==> src/rtl/class_limited_fifo_macros.svh <==
// Assertion macros for the class-limited order queue.
// Used by the RTL files that check their own logic; no other dependencies.
`ifndef CLASS_LIMITED_FIFO_MACROS_SVH
`define CLASS_LIMITED_FIFO_MACROS_SVH

`ifndef SYNTHESIS
// Check that a condition holds at every edge out of reset
`define CLF_ASSERT(lbl, prop, msg) \
  lbl: assert property (@(posedge clk_i) disable iff (!rst_ni) (prop)) else $error(msg);
// Check an implication within the same edge
`define CLF_ASSERT_IMP(lbl, ante, cons, msg) \
  lbl: assert property (@(posedge clk_i) disable iff (!rst_ni) (ante) |-> (cons)) \
    else $error(msg);
// Check an implication at the following edge
`define CLF_ASSERT_NEXT(lbl, ante, cons, msg) \
  lbl: assert property (@(posedge clk_i) disable iff (!rst_ni) (ante) |=> (cons)) \
    else $error(msg);
`else
`define CLF_ASSERT(lbl, prop, msg)
`define CLF_ASSERT_IMP(lbl, ante, cons, msg)
`define CLF_ASSERT_NEXT(lbl, ante, cons, msg)
`endif

`endif

==> src/rtl/clf_pkg.sv <==
// Shared types and constants for the class-limited order queue.
// No dependencies; used by class_limited_fifo.
package clf_pkg;

  // Default sizing
  localparam int DepthDefault        = 32;
  localparam int PayloadWidthDefault = 32;

  // Counter and configuration widths
  localparam int CountW   = 6;
  localparam int CfgIndexW = 1;

  // Configuration reset values
  localparam logic [CountW-1:0] CapacityReset  = 6'd25;
  localparam logic [CountW-1:0] SwapLimitReset = 6'd10;

  // Configuration register indexes
  typedef enum logic [CfgIndexW-1:0] {
    REG_CAPACITY   = 1'b0,
    REG_SWAP_LIMIT = 1'b1
  } cfg_reg_e;

  // Requested operation
  typedef enum logic {
    KIND_INSERT = 1'b0,
    KIND_REMOVE = 1'b1
  } kind_e;

  // Result status
  typedef enum logic [1:0] {
    ST_DONE       = 2'd0,
    ST_FULL       = 2'd1,
    ST_SWAP_LIMIT = 2'd2,
    ST_EMPTY      = 2'd3
  } status_e;

endpackage

==> src/rtl/class_limited_fifo.sv <==
// Class-limited order queue: FIFO with capacity and swap-class limit.
// Depends on clf_pkg and class_limited_fifo_macros.svh.
//
//  channel | direction | handshake            | beat
//  --------+-----------+----------------------+------------------------------------
//  in      | input     | in_valid_i/in_stall_o   | kind, in_is_swap, in_payload
//  out     | output    | out_valid_o/out_stall_i | status, out_is_swap, out_payload,
//          |           |                         | occupancy, swap_count, spot_count
//  cfg     | input     | cfg_we_i (no wait)      | cfg_index_i, cfg_wdata_i
//
// One beat per cycle is accepted while the input does not stall; a result passes
// the pending stage (synchronous entry memory read) and then the output register.
// Pointers and counts update at accept; a removed entry's swap class is folded
// into the swap count the cycle after, when the memory read data arrives.
// Reset clears pointers, counts and valids; the entry memory needs no clearing.
// The input stalls only when the pending stage cannot move into a held output.
`include "class_limited_fifo_macros.svh"

module class_limited_fifo #(
  parameter int DEPTH         = clf_pkg::DepthDefault,
  parameter int PAYLOAD_WIDTH = clf_pkg::PayloadWidthDefault
) (
  input  logic                         clk_i,
  input  logic                         rst_ni,
  // configuration
  input  logic                         cfg_we_i,
  input  logic [clf_pkg::CfgIndexW-1:0] cfg_index_i,
  input  logic [clf_pkg::CountW-1:0]   cfg_wdata_i,
  // input channel
  input  logic                         in_valid_i,
  output logic                         in_stall_o,
  input  logic                         kind_i,
  input  logic                         in_is_swap_i,
  input  logic [PAYLOAD_WIDTH-1:0]     in_payload_i,
  // output channel
  output logic                         out_valid_o,
  input  logic                         out_stall_i,
  output logic [1:0]                   status_o,
  output logic                         out_is_swap_o,
  output logic [PAYLOAD_WIDTH-1:0]     out_payload_o,
  output logic [clf_pkg::CountW-1:0]   occupancy_o,
  output logic [clf_pkg::CountW-1:0]   swap_count_o,
  output logic [clf_pkg::CountW-1:0]   spot_count_o
);

  localparam int AddrW = $clog2(DEPTH);
  localparam int CntW  = clf_pkg::CountW;
  localparam logic [AddrW-1:0] LastSlot = AddrW'(DEPTH - 1);
  // Largest usable capacity: DEPTH, or the counter range if that is smaller
  localparam logic [CntW-1:0] CapMax = (DEPTH < (1 << CntW)) ? CntW'(DEPTH) : '1;

  // Configuration registers
  logic [CntW-1:0] capacity_q, swap_limit_q;

  // Queue control state
  logic [AddrW-1:0] head_q, head_d, tail_q, tail_d;
  logic [CntW-1:0]  count_q, count_d, swaps_q, swaps_d, swaps_cur;

  // Entry memory: {is_swap, payload}
  logic [PAYLOAD_WIDTH:0] mem_q [DEPTH];
  logic [PAYLOAD_WIDTH:0] rd_q;
  logic                   fix_q;

  // Pending stage (waiting on memory read data)
  logic                  p_valid_q;
  clf_pkg::status_e      p_status_q, p_status_d;
  logic                  p_rem_q;
  logic [CntW-1:0]       p_count_q, p_swaps_q;
  logic                  p_move;

  // Output register
  logic                  out_valid_q;
  clf_pkg::status_e      out_status_q;
  logic                  out_is_swap_q;
  logic [PAYLOAD_WIDTH-1:0] out_payload_q;
  logic [CntW-1:0]       out_count_q, out_swaps_q, out_spots_q;

  logic            in_fire, ins_ok, rem_ok, full, swap_full;
  logic [CntW-1:0] cap_eff;
  logic            rd_swap;
  logic [CntW-1:0] p_swaps_fin;

  // Configuration writes
  always_ff @(posedge clk_i or negedge rst_ni) begin
    if (!rst_ni) begin
      capacity_q   <= clf_pkg::CapacityReset;
      swap_limit_q <= clf_pkg::SwapLimitReset;
    end else if (cfg_we_i) begin
      case (cfg_index_i)
        clf_pkg::REG_CAPACITY:   capacity_q   <= cfg_wdata_i;
        clf_pkg::REG_SWAP_LIMIT: swap_limit_q <= cfg_wdata_i;
        default: ;
      endcase
    end
  end

  // Handshake: pending stage drains when the output slot is free or draining
  assign p_move     = p_valid_q && (!out_valid_q || !out_stall_i);
  assign in_stall_o = p_valid_q && !p_move;
  assign in_fire    = in_valid_i && !in_stall_o;

  // Fold a pending removed swap into the swap count
  assign rd_swap   = rd_q[PAYLOAD_WIDTH];
  assign swaps_cur = swaps_q - CntW'(fix_q && rd_swap);

  // Admission checks and next pointer/count values
  always_comb begin
    cap_eff    = (capacity_q > CapMax) ? CapMax : capacity_q;
    full       = count_q >= cap_eff;
    swap_full  = swaps_cur >= swap_limit_q;
    ins_ok     = 1'b0;
    rem_ok     = 1'b0;
    p_status_d = clf_pkg::ST_DONE;
    head_d     = head_q;
    tail_d     = tail_q;
    count_d    = count_q;
    swaps_d    = swaps_cur;
    if (in_fire) begin
      if (kind_i == clf_pkg::KIND_INSERT) begin
        if (full) begin
          p_status_d = clf_pkg::ST_FULL;
        end else if (in_is_swap_i && swap_full) begin
          p_status_d = clf_pkg::ST_SWAP_LIMIT;
        end else begin
          ins_ok  = 1'b1;
          tail_d  = (tail_q == LastSlot) ? '0 : tail_q + 1'b1;
          count_d = count_q + 1'b1;
          swaps_d = swaps_cur + CntW'(in_is_swap_i);
        end
      end else begin
        if (count_q == '0) begin
          p_status_d = clf_pkg::ST_EMPTY;
        end else begin
          rem_ok  = 1'b1;
          head_d  = (head_q == LastSlot) ? '0 : head_q + 1'b1;
          count_d = count_q - 1'b1;
        end
      end
    end
  end

  // Advance pointers and counts
  always_ff @(posedge clk_i or negedge rst_ni) begin
    if (!rst_ni) begin
      head_q  <= '0;
      tail_q  <= '0;
      count_q <= '0;
      swaps_q <= '0;
      fix_q   <= 1'b0;
    end else begin
      head_q  <= head_d;
      tail_q  <= tail_d;
      count_q <= count_d;
      swaps_q <= swaps_d;
      fix_q   <= rem_ok;
    end
  end

  // Entry memory: write on insert, registered read on remove
  always_ff @(posedge clk_i) begin
    if (ins_ok) begin
      mem_q[tail_q] <= {in_is_swap_i, in_payload_i};
    end
    if (rem_ok) begin
      rd_q <= mem_q[head_q];
    end
  end

  // Pending stage
  always_ff @(posedge clk_i or negedge rst_ni) begin
    if (!rst_ni) begin
      p_valid_q <= 1'b0;
    end else if (in_fire) begin
      p_valid_q <= 1'b1;
    end else if (p_move) begin
      p_valid_q <= 1'b0;
    end
  end

  always_ff @(posedge clk_i) begin
    if (in_fire) begin
      p_status_q <= p_status_d;
      p_rem_q    <= rem_ok;
      p_count_q  <= count_d;
      p_swaps_q  <= swaps_d;
    end
  end

  // Swap count after a remove takes the entry's class into account
  assign p_swaps_fin = p_swaps_q - CntW'(p_rem_q && rd_swap);

  // Output register
  always_ff @(posedge clk_i or negedge rst_ni) begin
    if (!rst_ni) begin
      out_valid_q <= 1'b0;
    end else if (p_move) begin
      out_valid_q <= 1'b1;
    end else if (!out_stall_i) begin
      out_valid_q <= 1'b0;
    end
  end

  always_ff @(posedge clk_i) begin
    if (p_move) begin
      out_status_q  <= p_status_q;
      out_is_swap_q <= p_rem_q && rd_swap;
      out_payload_q <= p_rem_q ? rd_q[PAYLOAD_WIDTH-1:0] : '0;
      out_count_q   <= p_count_q;
      out_swaps_q   <= p_swaps_fin;
      out_spots_q   <= p_count_q - p_swaps_fin;
    end
  end

  assign out_valid_o   = out_valid_q;
  assign status_o      = out_status_q;
  assign out_is_swap_o = out_is_swap_q;
  assign out_payload_o = out_payload_q;
  assign occupancy_o   = out_count_q;
  assign swap_count_o  = out_swaps_q;
  assign spot_count_o  = out_spots_q;

  // Checks
  `CLF_ASSERT(a_swaps_le_count, swaps_cur <= count_q, "swap count exceeds occupancy")
  `CLF_ASSERT_NEXT(a_insert_counts, ins_ok, count_q == $past(count_q) + 1'b1, "insert count")
  `CLF_ASSERT_IMP(a_refused_zero, out_valid_q && out_status_q != clf_pkg::ST_DONE, out_payload_q == '0 && !out_is_swap_q, "refused result carries entry data")
  `CLF_ASSERT_NEXT(a_fix_once, fix_q, !fix_q || $past(rem_ok), "swap fold applied twice")

endmodule

==> config.mk <==
export PLATFORM = sky130hd
export DESIGN_NAME = class_limited_fifo
export DESIGN_NICKNAME = d
export VERILOG_FILES = /design/src/rtl/clf_pkg.sv /design/src/rtl/class_limited_fifo.sv
export VERILOG_INCLUDE_DIRS = /design/src /design/src/rtl
export SDC_FILE = /design/constraint.sdc
export NUM_CORES = 1
export LEC_CHECK = 0
export BUFFER_PORTS_ARGS = -buffer_cell sky130_fd_sc_hd__buf_4
export CORE_ASPECT_RATIO = 1.1
export CORE_MARGIN = 8
export CORE_UTILIZATION = 50
export CTS_BUF_LIST = sky130_fd_sc_hd__clkbuf_16
export DETAILED_ROUTE_END_ITERATION = 8
export PLACE_DENSITY = 0.76
export SETUP_SLACK_MARGIN = 0.2
export SLEW_MARGIN = 20
export SYNTH_ARGS = -nofsm -noshare
export SYNTH_HDL_FRONTEND = slang
export SYNTH_SLANG_ARGS = --single-unit
==> constraint.sdc <==
create_clock -name clk_i -period 10 [get_ports clk_i]
set_input_delay 2 -clock clk_i [delete_from_list [all_inputs] [get_ports clk_i]]
set_output_delay 2 -clock clk_i [all_outputs]
set_load 0.05 [all_outputs]
== After elaboration in Yosys (flattened, before gate mapping) ==
Memories as Yosys holds them, arrays and structs flattened. A register that Yosys moved wholly into a read port is not among the register bits.
Cells that the tools add are included.
Storage, ports and cells
  bits in registers: 105
  output and inout bits: 55
  RAM bits: 1056
  word-level logic and storage cells: 85
  bits of input ports: 46
  memories kept: 1
Memory list
  mem_q: depth 32, width 33, read ports 1, clocked after memory_dff 1, wr ports 1, RTL line class_limited_fifo.sv:60  | logic [PAYLOAD_WIDTH:0] mem_q [DEPTH];
Cells by class
  bitwise operators: 5
  order comparisons: 3
  equal/unequal tests: 3
  add/subtract/negate cells: 8
  muxes and demuxes: 29
  reductions and logical operators: 17
Operator list (number)
  $mux 6: 10
  $mux 1: 13
  $ge 6x6->1: 2
  $sub 6x1->6: 2
  $add 5x1->5 const B: 2
  $eq 5x5->1 const B: 2
  $mux 5: 2
  $mux 2: 4
  $add 6x1->6: 1
  $add 6x1->6 const B: 1
  $gt 6x6->1 const B: 1
  $logic_and 1x1->1: 6
  $logic_not 6->1: 1
  $sub 6x1->6 const B: 1
  $sub 6x6->6: 1
  $not 1->1: 5
  $logic_not 1->1: 4
  $reduce_and 2->1: 2
  $reduce_and 4->1: 1
  $reduce_and 3->1: 1
  $ne 2x1->1 const B: 1
  $reduce_bool 2->1: 1
  $logic_or 1x1->1: 1

== Longest topological paths before layout ==
Gate-level depths: netlist of run 1.
  depth in word-level cells: 10
  mapped depth: 15
  gate-level depth less buffers: 13

== Worst setup path before layout of run 1 ==
OpenSTA, ideal clock, no wires.
  kind: input to register
  start: input out_stall_i
  end: register out_count_q[0], in the netlist occupancy_o[0], enable pin
  path slack: 3.575 ns
  path buffers: 0
  library setup time: 0.544 ns
  arrival: 5.881 ns
  stages: 1
  required time: 9.456 ns
  cell sequence: a21boi_0
On the way
  cells in the longest elaborated chain, start to end: 3
Ends and longest elaborated chain
  from (decl): RTL line class_limited_fifo.sv:37  | input logic out_stall_i,
  $logic_not 1->1
  $logic_or 1x1->1: RTL line class_limited_fifo.sv:98  | assign p_move = p_valid_q && (!out_valid_q || !out_stall_i);
  $logic_and 1x1->1: RTL line class_limited_fifo.sv:98
  to (signal assigned): RTL line class_limited_fifo.sv:208  | out_count_q <= p_count_q;
  to (decl): RTL line class_limited_fifo.sv:76  | logic [CntW-1:0] out_count_q, out_swaps_q, out_spots_q;
Every way passes these cells.
A chain may end at the register's enable or synchronous reset.

== Final worst setup path of run 1 ==
  start: register rd_q[32], read port of mem_q
  end: memory mem_q[17][28] (netlist name), enable pin
On the way
  cells in the longest elaborated chain, start to end: 10
Ends and longest elaborated chain
  from (decl): RTL line class_limited_fifo.sv:61  | logic [PAYLOAD_WIDTH:0] rd_q;
  $logic_and 1x1->1: RTL line class_limited_fifo.sv:104  | assign swaps_cur = swaps_q - CntW'(fix_q && rd_swap);
  $sub 6x1->6: RTL line class_limited_fifo.sv:104
  $ge 6x6->1: RTL line class_limited_fifo.sv:110  | swap_full = swaps_cur >= swap_limit_q;
  $logic_and 1x1->1: RTL line class_limited_fifo.sv:122  | end else if (in_is_swap_i && swap_full) begin
  $mux 1: RTL line class_limited_fifo.sv:122
  $mux 1: RTL line class_limited_fifo.sv:120  | if (full) begin
  $mux 1: RTL line class_limited_fifo.sv:119  | if (kind_i == clf_pkg::KIND_INSERT) begin
  $mux 1: RTL line class_limited_fifo.sv:118  | if (in_fire) begin
  $mux 1: RTL line class_limited_fifo.sv:161  | if (ins_ok) begin
  $mux 1 (implied by the code): RTL line class_limited_fifo.sv:162  | mem_q[tail_q] <= {in_is_swap_i, in_payload_i};
  to (decl): RTL line class_limited_fifo.sv:60
Every way passes these cells.

==> load_flow_metrics.sql, run 1 <==
INSERT INTO impl_metrics (metric_group, metric, value, unit) VALUES
('sta', 'final.period_utilization', '0.524', ''),
('clock_network', 'clock_sink_count', '1194', ''),
('layout', 'final_layout_size_suffix_gt1_frac', '0.289', ''),
('setup_path', 'critical-path-slowest-cell', 'sky130_fd_sc_hd__nor2_4', ''),
('detailed_routing', 'via_count', '21500', ''),
('floorplan', 'fp_rows', '116', ''),
('sta', 'setup_repair_after_global_routing_missed_its_margin', 'false', ''),
('grt', 'global_route.usage.total', '0.199', ''),
('layout', 'leading_cell_type_in_the_layout_fill_and_taps_excluded', 'sky130_fd_sc_hd__edfxtp_1', ''),
('setup_path', 'worst_ep_arrival_time', '5.54', 'ns'),
('floorplan', 'ioPinCount', '101', ''),
('pwr', 'leakage', '16.6', 'nW'),
('pwr', 'total_power', '13.0', 'mW'),
('pwr', 'clockPowerShare', '0.337', ''),
('pwr', 'p_sw', '3.59', 'mW'),
('sta', 'worst_clock_skew', '0.0477', 'ns'),
('clock_network', 'tritoncts', 'yes', ''),
('sta', 'setup_viol', '0', ''),
('floorplan', 'floorplan.initialDensity', '0.505', ''),
('pwr', 'power.share.combinational', '0.210', ''),
('setup_path', 'endpoint_kind', 'flop', ''),
('yosys', 'synth-warning-count', '0', ''),
('setup_path', 'worstPathCellList', 'and2_1 -> ha_1 -> nor3b_1 -> nand2_1 -> xnor2_1 -> ha_1 -> a211oi_1 -> nand2_1 -> o221ai_1 -> and3_1 -> nand2_1 -> nor2_4', ''),
('setup_path', 'timing.critical_path.mode_cell', 'sky130_fd_sc_hd__nand2_1', ''),
('sta', 'worst_slew_pin_slew', '1.16', 'ns'),
('place', 'dpl.hpwl', '60500', 'um'),
('grt', 'antenna_found_initial', '8', ''),
('sta', 'timing_max_transition_violations_final', '0', ''),
('pwr', 'power.density', '249', 'mW/mm2'),
('grt', 'grt_start_max_net_pins', '89', ''),
('pwr', 'seq_power_share', '0.453', ''),
('clock_network', 'clock_edge_transition_at_the_registers_on_the_reported_setup_and_hold_paths', '0.07', 'ns'),
('detailed_routing', 'wirelength', '105000', 'um'),
('clock_network', 'numCtsBuffers', '113', ''),
('detailed_routing', 'routed_wire_length_per_instance', '30.5', 'um'),
('setup_path', 'critPathKind', 'flop to flop', ''),
('setup_path', 'worstSetupStartpoint', 'rd_q[32]', ''),
('setup_path', 'critical_path.n_buffers_inverters', '0', ''),
('status', 'status', 'completed', ''),
('yosys', 'syn-num-nets', '2110', ''),
('layout', 'design.final.nets', '2262', ''),
('grt', 'grt_pass1_vias', '22000', ''),
('sta', 'finalWorstPathRequiredPeriod', '5.24', 'ns'),
('layout', 'final_cell_area', '0.0524', 'mm2'),
('detailed_routing', 'ant_nets', '0', ''),
('setup_path', 'critical_path_destination', 'mem_q[17][28]', ''),
('clock_network', 'cts_root_buf', 'sky130_fd_sc_hd__clkbuf_16', ''),
('hold_path', 'hold_path.class', 'flop to flop', ''),
('layout', 'mostFrequentLayoutCells', '1157 x sky130_fd_sc_hd__edfxtp_1, 297 x sky130_fd_sc_hd__mux4_2, 114 x sky130_fd_sc_hd__clkbuf_16, 114 x sky130_fd_sc_hd__buf_4, 69 x sky130_fd_sc_hd__mux2i_1', ''),
('yosys', 'synthesis.area', '0.0460', 'mm2'),
('sta', 'final_hold_viol_count', '0', ''),
('yosys', 'synth_async_sr_flop_share', '0.0310', ''),
('floorplan', 'die_footprint', '0.102', 'mm2'),
('grt', 'gr_overflow_total', '0', ''),
('run', 'max_cap_viol_count', '0', ''),
('yosys', 'post_syn_instances', '2030', ''),
('detailed_routing', 'drt-pass1-iter-count', '6', ''),
('clock_network', 'cts_repair_resize_count', '0', ''),
('setup_path', 'worst_ep_required_time', '10.30', 'ns'),
('setup_path', 'reg2reg_setup_slack', '4.76', 'ns'),
('sta', 'totalNegativeSetupSlack', '0', 'ns'),
('setup_path', 'critical_path.startpoint_type', 'flop', ''),
('yosys', 'synth-edff-count', '1157', ''),
('yosys', 'syn-mean-instance-area', '22.7', 'um2'),
('sta', 'max_clock_freq', '0.191', 'GHz'),
('layout', 'area_added_between_synthesis_and_finish', '13.9', '%'),
('clock_network', 'clockBufferDepth', '3', ''),
('clock_network', 'cts.hold.buffers_added', '0', ''),
('pwr', 'internal_power', '9.45', 'mW'),
('yosys', 'synth.lib_cells_used.distinct', '47', ''),
('clock_network', 'clock_tree.htree_level_count', '3', '');
## through the flow
stage,hold WS [ns],instances,utilization,setup WS [ns]
4_1_cts,0.422,3434,0.571,4.77
3_3_place_gp,0.404,3228,0.528,4.53
6_report,0.423,3454,0.575,4.76
3_5_place_dp,0.408,3231,0.529,4.41
5_1_grt,0.428,3451,0.575,4.39
2_1_floorplan,0.400,2030,-,3.57
## area by class of cell
type,instances,area [um2]
clock buffer,114,2850
fill,6329,38700
timing repair buffer,134,1320
antenna,4,10.0
tap,1180,1480
inverter,29,110
sequential,1194,35700
multi-input combinational,710,9980
clock inverter,89,977
## registers in the layout (all words and copies together), names as in the netlist, 2 cells and up
| name | cells |
|---|---|
| head_q | 5 |
| swaps_q | 6 |
| occupancy_o | 6 |
| spot_count_o | 6 |
| swap_count_o | 6 |
| tail_q | 5 |
| status_o | 2 |
| rd_q | 33 |
| swap_limit_q | 6 |
| count_q | 6 |
| p_count_q | 6 |
| capacity_q | 6 |
| p_status_q | 2 |
| out_payload_o | 32 |
| p_swaps_q | 6 |
| mem_q | 1056 |
## worst min-delay path by stage
stage,slack [ns],cells past startpoint,from,endpoint
3_5_place_dp,0.41,0,p_status_q[1],status_o[1]
3_3_place_gp,0.40,0,p_status_q[0],status_o[0]
2_1_floorplan,0.40,0,p_status_q[0],status_o[0]
5_1_grt,0.43,0,p_status_q[0],status_o[0]
6_report,0.42,0,p_status_q[1],status_o[1]
4_1_cts,0.42,0,p_status_q[1],status_o[1]
## layer usage
layer / vias up / track usage / wire length, um
met5: - / 0 / 21
met4: 4 / 0.0503 / 2820
met3: 163 / 0.0477 / 9660
met2: 1141 / 0.327 / 52600
met1: 11400 / 0.270 / 40300
li1: 8792 / - / -
## worst register-to-register path: cells and delay by family, from the launching register on
kind,cells,cell delay [ns]
and+or+nand+nor,7,3.33
AOI/OAI and AO/OA,2,0.49
adders and majority gates,2,0.46
DFF,1,0.34
xor gates and xnor gates,1,0.24
## synthesized netlist by cell type (2+ instances only)
cell,number,area (um2)
sky130_fd_sc_hd__edfxtp_1,1157,34700
sky130_fd_sc_hd__or3_1,3,18.8
sky130_fd_sc_hd__buf_4,17,128
sky130_fd_sc_hd__and2_1,37,231
sky130_fd_sc_hd__o21ai_1,5,25.0
sky130_fd_sc_hd__o221ai_1,3,26.3
sky130_fd_sc_hd__a22oi_1,33,248
sky130_fd_sc_hd__a21oi_1,11,55.1
sky130_fd_sc_hd__a21boi_0,4,30.0
sky130_fd_sc_hd__and3_1,4,25.0
sky130_fd_sc_hd__or3b_2,2,17.5
sky130_fd_sc_hd__buf_2,25,125
sky130_fd_sc_hd__xor2_1,9,78.8
sky130_fd_sc_hd__nor2b_1,4,25.0
sky130_fd_sc_hd__ha_1,33,413
sky130_fd_sc_hd__nand2b_1,2,12.5
sky130_fd_sc_hd__nand4_1,2,12.5
sky130_fd_sc_hd__buf_1,10,37.5
sky130_fd_sc_hd__buf_6,10,113
sky130_fd_sc_hd__a211oi_1,2,15.0
sky130_fd_sc_hd__nor3_1,4,20.0
sky130_fd_sc_hd__mux2_2,12,135
sky130_fd_sc_hd__nand2_1,40,150
sky130_fd_sc_hd__nor4_1,2,12.5
sky130_fd_sc_hd__dfrtp_1,32,801
sky130_fd_sc_hd__nand3_1,8,40.0
sky130_fd_sc_hd__xnor2_1,9,78.8
sky130_fd_sc_hd__a21o_1,4,30.0
sky130_fd_sc_hd__clkbuf_1,35,131
sky130_fd_sc_hd__nor3b_1,2,15.0
sky130_fd_sc_hd__nor2_1,47,176
sky130_fd_sc_hd__o21ai_0,15,75.1
sky130_fd_sc_hd__nand3b_1,3,22.5
sky130_fd_sc_hd__mux4_2,297,6690
sky130_fd_sc_hd__o21a_1,35,263
sky130_fd_sc_hd__inv_1,29,109
sky130_fd_sc_hd__mux2i_1,69,691
sky130_fd_sc_hd__dfstp_2,5,131
## power groups by stage
stage	Combinational [mW]	Sequential [mW]	Clock, mW
4_1_cts	2.74	5.91	4.42
5_1_grt	2.90	5.93	4.60
3_3_place_gp	2.66	6.01	0
3_5_place_dp	2.70	6.02	0
6_report	2.74	5.91	4.39
2_1_floorplan	1.86	5.96	0
## cells by family (layout without fill, tap and decap cells)
group           count (synthesis)  in the layout  synth area share
compound gates                117            117            0.0176
xor+xnor                       18             18           0.00342
fa+ha+maj                      34             34           0.00940
buf+inv                       126            366            0.0140
flops                        1194           1194             0.775
mux                           378            378             0.163
other cells                     0              4                 0
simple gates                  163            163            0.0174
Power figures use the tool's default switching activity.
==> run 2, diff against run 1 <==
ABC_AREA = 1   (was unset)
PLACE_DENSITY = 0.78   (was 0.76)
clock period = 4.3 ns   (was 10 ns; I/O delays follow)
==> load_flow_metrics.sql, run 2 <==
INSERT INTO impl_metrics (metric_group, metric, value, unit) VALUES
('sta', 'finalWorstPathRequiredPeriod', '3.79', 'ns'),
('grt', 'antenna_found_initial', '1', ''),
('hold_path', 'hold_path.class', 'primary input to async pin', ''),
('sta', 'setup_viol', '0', ''),
('place', 'dpl_worst_slack', '0.579', 'ns'),
('setup_path', 'worstPathCellList', 'nand2_1 -> inv_1 -> ha_1 -> nand2_1 -> xor2_1 -> inv_1 -> ha_1 -> nand2_1 -> nand2_1 -> a21oi_1 -> nand2_1 -> nand2_1 -> nand3_2 -> nor2_1 -> nand2_1 -> nor3_2 -> buf_4', ''),
('sta', 'setup_repair_after_global_routing_missed_its_margin', 'false', ''),
('sta', 'final_hold_viol_count', '0', ''),
('grt', 'global_route_wire_length_before_repair', '186000', 'um'),
('sta', 'worst_slew_margin_rel', '0.386', ''),
('floorplan', 'die_footprint', '0.105', 'mm2'),
('floorplan', 'core_area', '0.0940', 'mm2'),
('pwr', 'power.density', '628', 'mW/mm2'),
('yosys', 'synthesis.area', '0.0474', 'mm2'),
('floorplan', 'die_h', '339', 'um'),
('sta', 'worst_clock_skew', '0.0290', 'ns'),
('detailed_routing', 'via_count', '30700', ''),
('detailed_routing', 'route.detailed.drc', '0', ''),
('detailed_routing', 'drtIter0Drc', '4400', ''),
('run', 'max_cap_viol_count', '0', ''),
('layout', 'design.final.nets', '3838', ''),
('sta', 'worst_slew_pin_slew', '0.921', 'ns'),
('yosys', 'synth_seq_area_share', '0.752', ''),
('setup_path', 'crit_path_max_cell_delay', '0.44', 'ns'),
('pwr', 'irDropWorstVdd', '618', 'uV'),
('yosys', 'yosysTopAreaCellShare', '0.733', ''),
('place', 'finalWeightedCongestion', '0.884', ''),
('clock_network', 'cts_post_setup_buffers_inserted', '0', ''),
('layout', 'area_added_between_synthesis_and_finish', '13.2', '%'),
('setup_path', 'critical-path-slowest-cell', 'sky130_fd_sc_hd__buf_4', ''),
('clock_network', 'numCtsBuffers', '111', ''),
('yosys', 'synth_async_sr_flop_share', '0.0310', ''),
('setup_path', 'critical_path.startpoint_type', 'flop', ''),
('setup_path', 'timing.critical_path.mode_cell', 'sky130_fd_sc_hd__nand2_1', ''),
('place', 'port-buffer-count', '100', ''),
('layout', 'leading_cell_type_in_the_layout_fill_and_taps_excluded', 'sky130_fd_sc_hd__edfxtp_1', ''),
('layout', 'mostFrequentLayoutCells', '1157 x sky130_fd_sc_hd__edfxtp_1, 664 x sky130_fd_sc_hd__nor2_1, 550 x sky130_fd_sc_hd__o21ai_0, 304 x sky130_fd_sc_hd__nand2_1, 188 x sky130_fd_sc_hd__buf_4', ''),
('sta', 'timing_max_transition_violations_final', '0', ''),
('grt', 'grt_start_max_net_pins', '158', ''),
('yosys', 'synth_flop_cell', 'sky130_fd_sc_hd__edfxtp_1', ''),
('yosys', 'synth_top_cells_by_area', 'sky130_fd_sc_hd__edfxtp_1 73%, sky130_fd_sc_hd__o21ai_0 5.8%, sky130_fd_sc_hd__nor2_1 5.5%, sky130_fd_sc_hd__nand2_1 2.4%, sky130_fd_sc_hd__o211ai_1 2.0%', ''),
('detailed_routing', 'drt-vias-per-instance', '6.01', ''),
('yosys', 'post_syn_instances', '3660', ''),
('setup_path', 'critical_path.n_buffers_inverters', '3', ''),
('yosys', 'synth-warning-count', '0', ''),
('sta', 'final.period_utilization', '0.881', ''),
('yosys', 'ys_ff_latch', '1194', ''),
('floorplan', 'ioPinCount', '101', ''),
('sta', 'max_clock_freq', '0.264', 'GHz'),
('yosys', 'yosysMostFrequentCell', 'sky130_fd_sc_hd__edfxtp_1', ''),
('floorplan', 'fp_rows', '118', ''),
('yosys', 'synth-edff-count', '1157', ''),
('clock_network', 'cts.hold.buffers_added', '0', ''),
('place', 'dpl.hpwl', '75700', 'um'),
('clock_network', 'worstSkewPairLatency', '0.70', 'ns'),
('setup_path', 'worst_ep_required_time', '4.64', 'ns'),
('detailed_routing', 'drt-pass1-iter-count', '7', ''),
('clock_network', 'tritoncts', 'yes', ''),
('layout', 'final_layout_size_suffix_gt1_frac', '0.111', ''),
('setup_path', 'critPathKind', 'flop to flop', ''),
('layout', 'largest-register', 'mem_q', ''),
('layout', 'max_reg_flops', '1056', ''),
('yosys', 'yosys.area.top_type', 'sky130_fd_sc_hd__edfxtp_1', ''),
('clock_network', 'clock_tree.htree_level_count', '3', ''),
('grt', 'global_route.usage.total', '0.233', ''),
('yosys', 'synth_cell_count_leaders', '1157 x sky130_fd_sc_hd__edfxtp_1, 694 x sky130_fd_sc_hd__nor2_1, 550 x sky130_fd_sc_hd__o21ai_0', ''),
('clock_network', 'clock_sink_count', '1194', ''),
('clock_network', 'cts_root_buf', 'sky130_fd_sc_hd__clkbuf_16', ''),
('pwr', 'leakage', '18.3', 'nW'),
('detailed_routing', 'ant_nets', '0', ''),
('setup_path', 'worst_ep_arrival_time', '4.13', 'ns'),
('clock_network', 'clockBufferDepth', '3', ''),
('setup_path', 'endpoint_kind', 'flop', ''),
('grt', 'gr_overflow_total', '0', ''),
('yosys', 'synth.lib_cells_used.distinct', '33', ''),
('sta', 'final_critical_path_setup_slack', '0.513', 'ns'),
('grt', 'grt_pass1_vias', '30100', ''),
('status', 'status', 'completed', ''),
('yosys', 'syn-mean-instance-area', '13.0', 'um2'),
('detailed_routing', 'wirelength', '125000', 'um'),
('layout', 'final_core_util', '0.571', ''),
('clock_network', 'clock_edge_transition_at_the_registers_on_the_reported_setup_and_hold_paths', '0.06', 'ns'),
('setup_path', 'crit_family', 'simple AND/OR/NAND/NOR gates', ''),
('detailed_routing', 'routed_wire_length_per_instance', '24.5', 'um'),
('floorplan', 'floorplan.die.width', '310', 'um'),
('floorplan', 'floorplan.initialDensity', '0.504', ''),
('setup_path', 'worstPathMaxFanout', '23', ''),
('yosys', 'syn-num-nets', '3740', ''),
('sta', 'totalNegativeSetupSlack', '0', 'ns'),
('clock_network', 'cts_repair_resize_count', '0', ''),
('layout', 'antenna_cells', '0', '');
[run 2: kinds of logic after synthesis]
| group | count (synthesis) | synth area share |
|---|---|---|
| AND/OR/NAND/NOR | 1140 | 0.0952 |
| XOR/XNOR | 19 | 0.00351 |
| adder cells (fa/ha/maj) | 34 | 0.00913 |
| flip-flops | 1194 | 0.752 |
| AO/OA/AOI/OAI | 901 | 0.106 |
| buffers and inverters | 372 | 0.0340 |
[run 2: power breakdown]
| group | switching (mW) | internal (mW) | total, mW |
|---|---|---|---|
| Combinational | 7.40 | 2.75 | 10.2 |
| Sequential | 0.405 | 13.5 | 13.9 |
| Clock | 4.26 | 5.44 | 9.71 |
| Total | 12.1 | 21.7 | 33.7 |
[run 2: worst paths after layout]
path,from,endpoint,slack (ns),cells past startpoint
worst max-delay path,rd_q[32],mem_q[7][13],0.51,17
worst max register to register,rd_q[32],mem_q[7][13],0.51,17
worst min register to register,p_status_q[0],status_o[0],0.43,0
min in group clk_i,out_stall_i,out_valid_o,0.40,3
worst min-delay path,rst_ni,head_q[1],0.17,1
max in group asynchronous,rst_ni,head_q[0],3.71,1
[run 2: metal layers]
layer / vias to the layer above / global-route usage / share of wire
met1: 15000 / 0.301 / 0.36
li1: 13500 / - / -
met2: 1994 / 0.380 / 0.48
met5: - / 0 / 0.00010
met4: 2 / 0.110 / 0.049
met3: 315 / 0.0419 / 0.11
[run 2: layout make-up]
cell class / count / area (um2)
inverter: 147 / 563
clock buffer: 113 / 2830
clock inverter: 96 / 792
sequential: 1194 / 35700
tap: 1260 / 1580
timing repair buffer: 210 / 1850
multi-input combinational: 2094 / 10400
fill: 7075 / 40400
[run 2: stage by stage]
step | hold WS, ns | total power, mW | instances | area, um2
6_report | 0.170 | 33.7 | 5114 | 53700
5_1_grt | 0.200 | 35.0 | 5114 | 53700
4_1_cts | 0.157 | 33.6 | 5114 | 53700
3_5_place_dp | 0.415 | 24.0 | 4905 | 50100
3_3_place_gp | 0.403 | 23.8 | 4905 | 50100
2_1_floorplan | 0.400 | 20.3 | 3660 | 47500
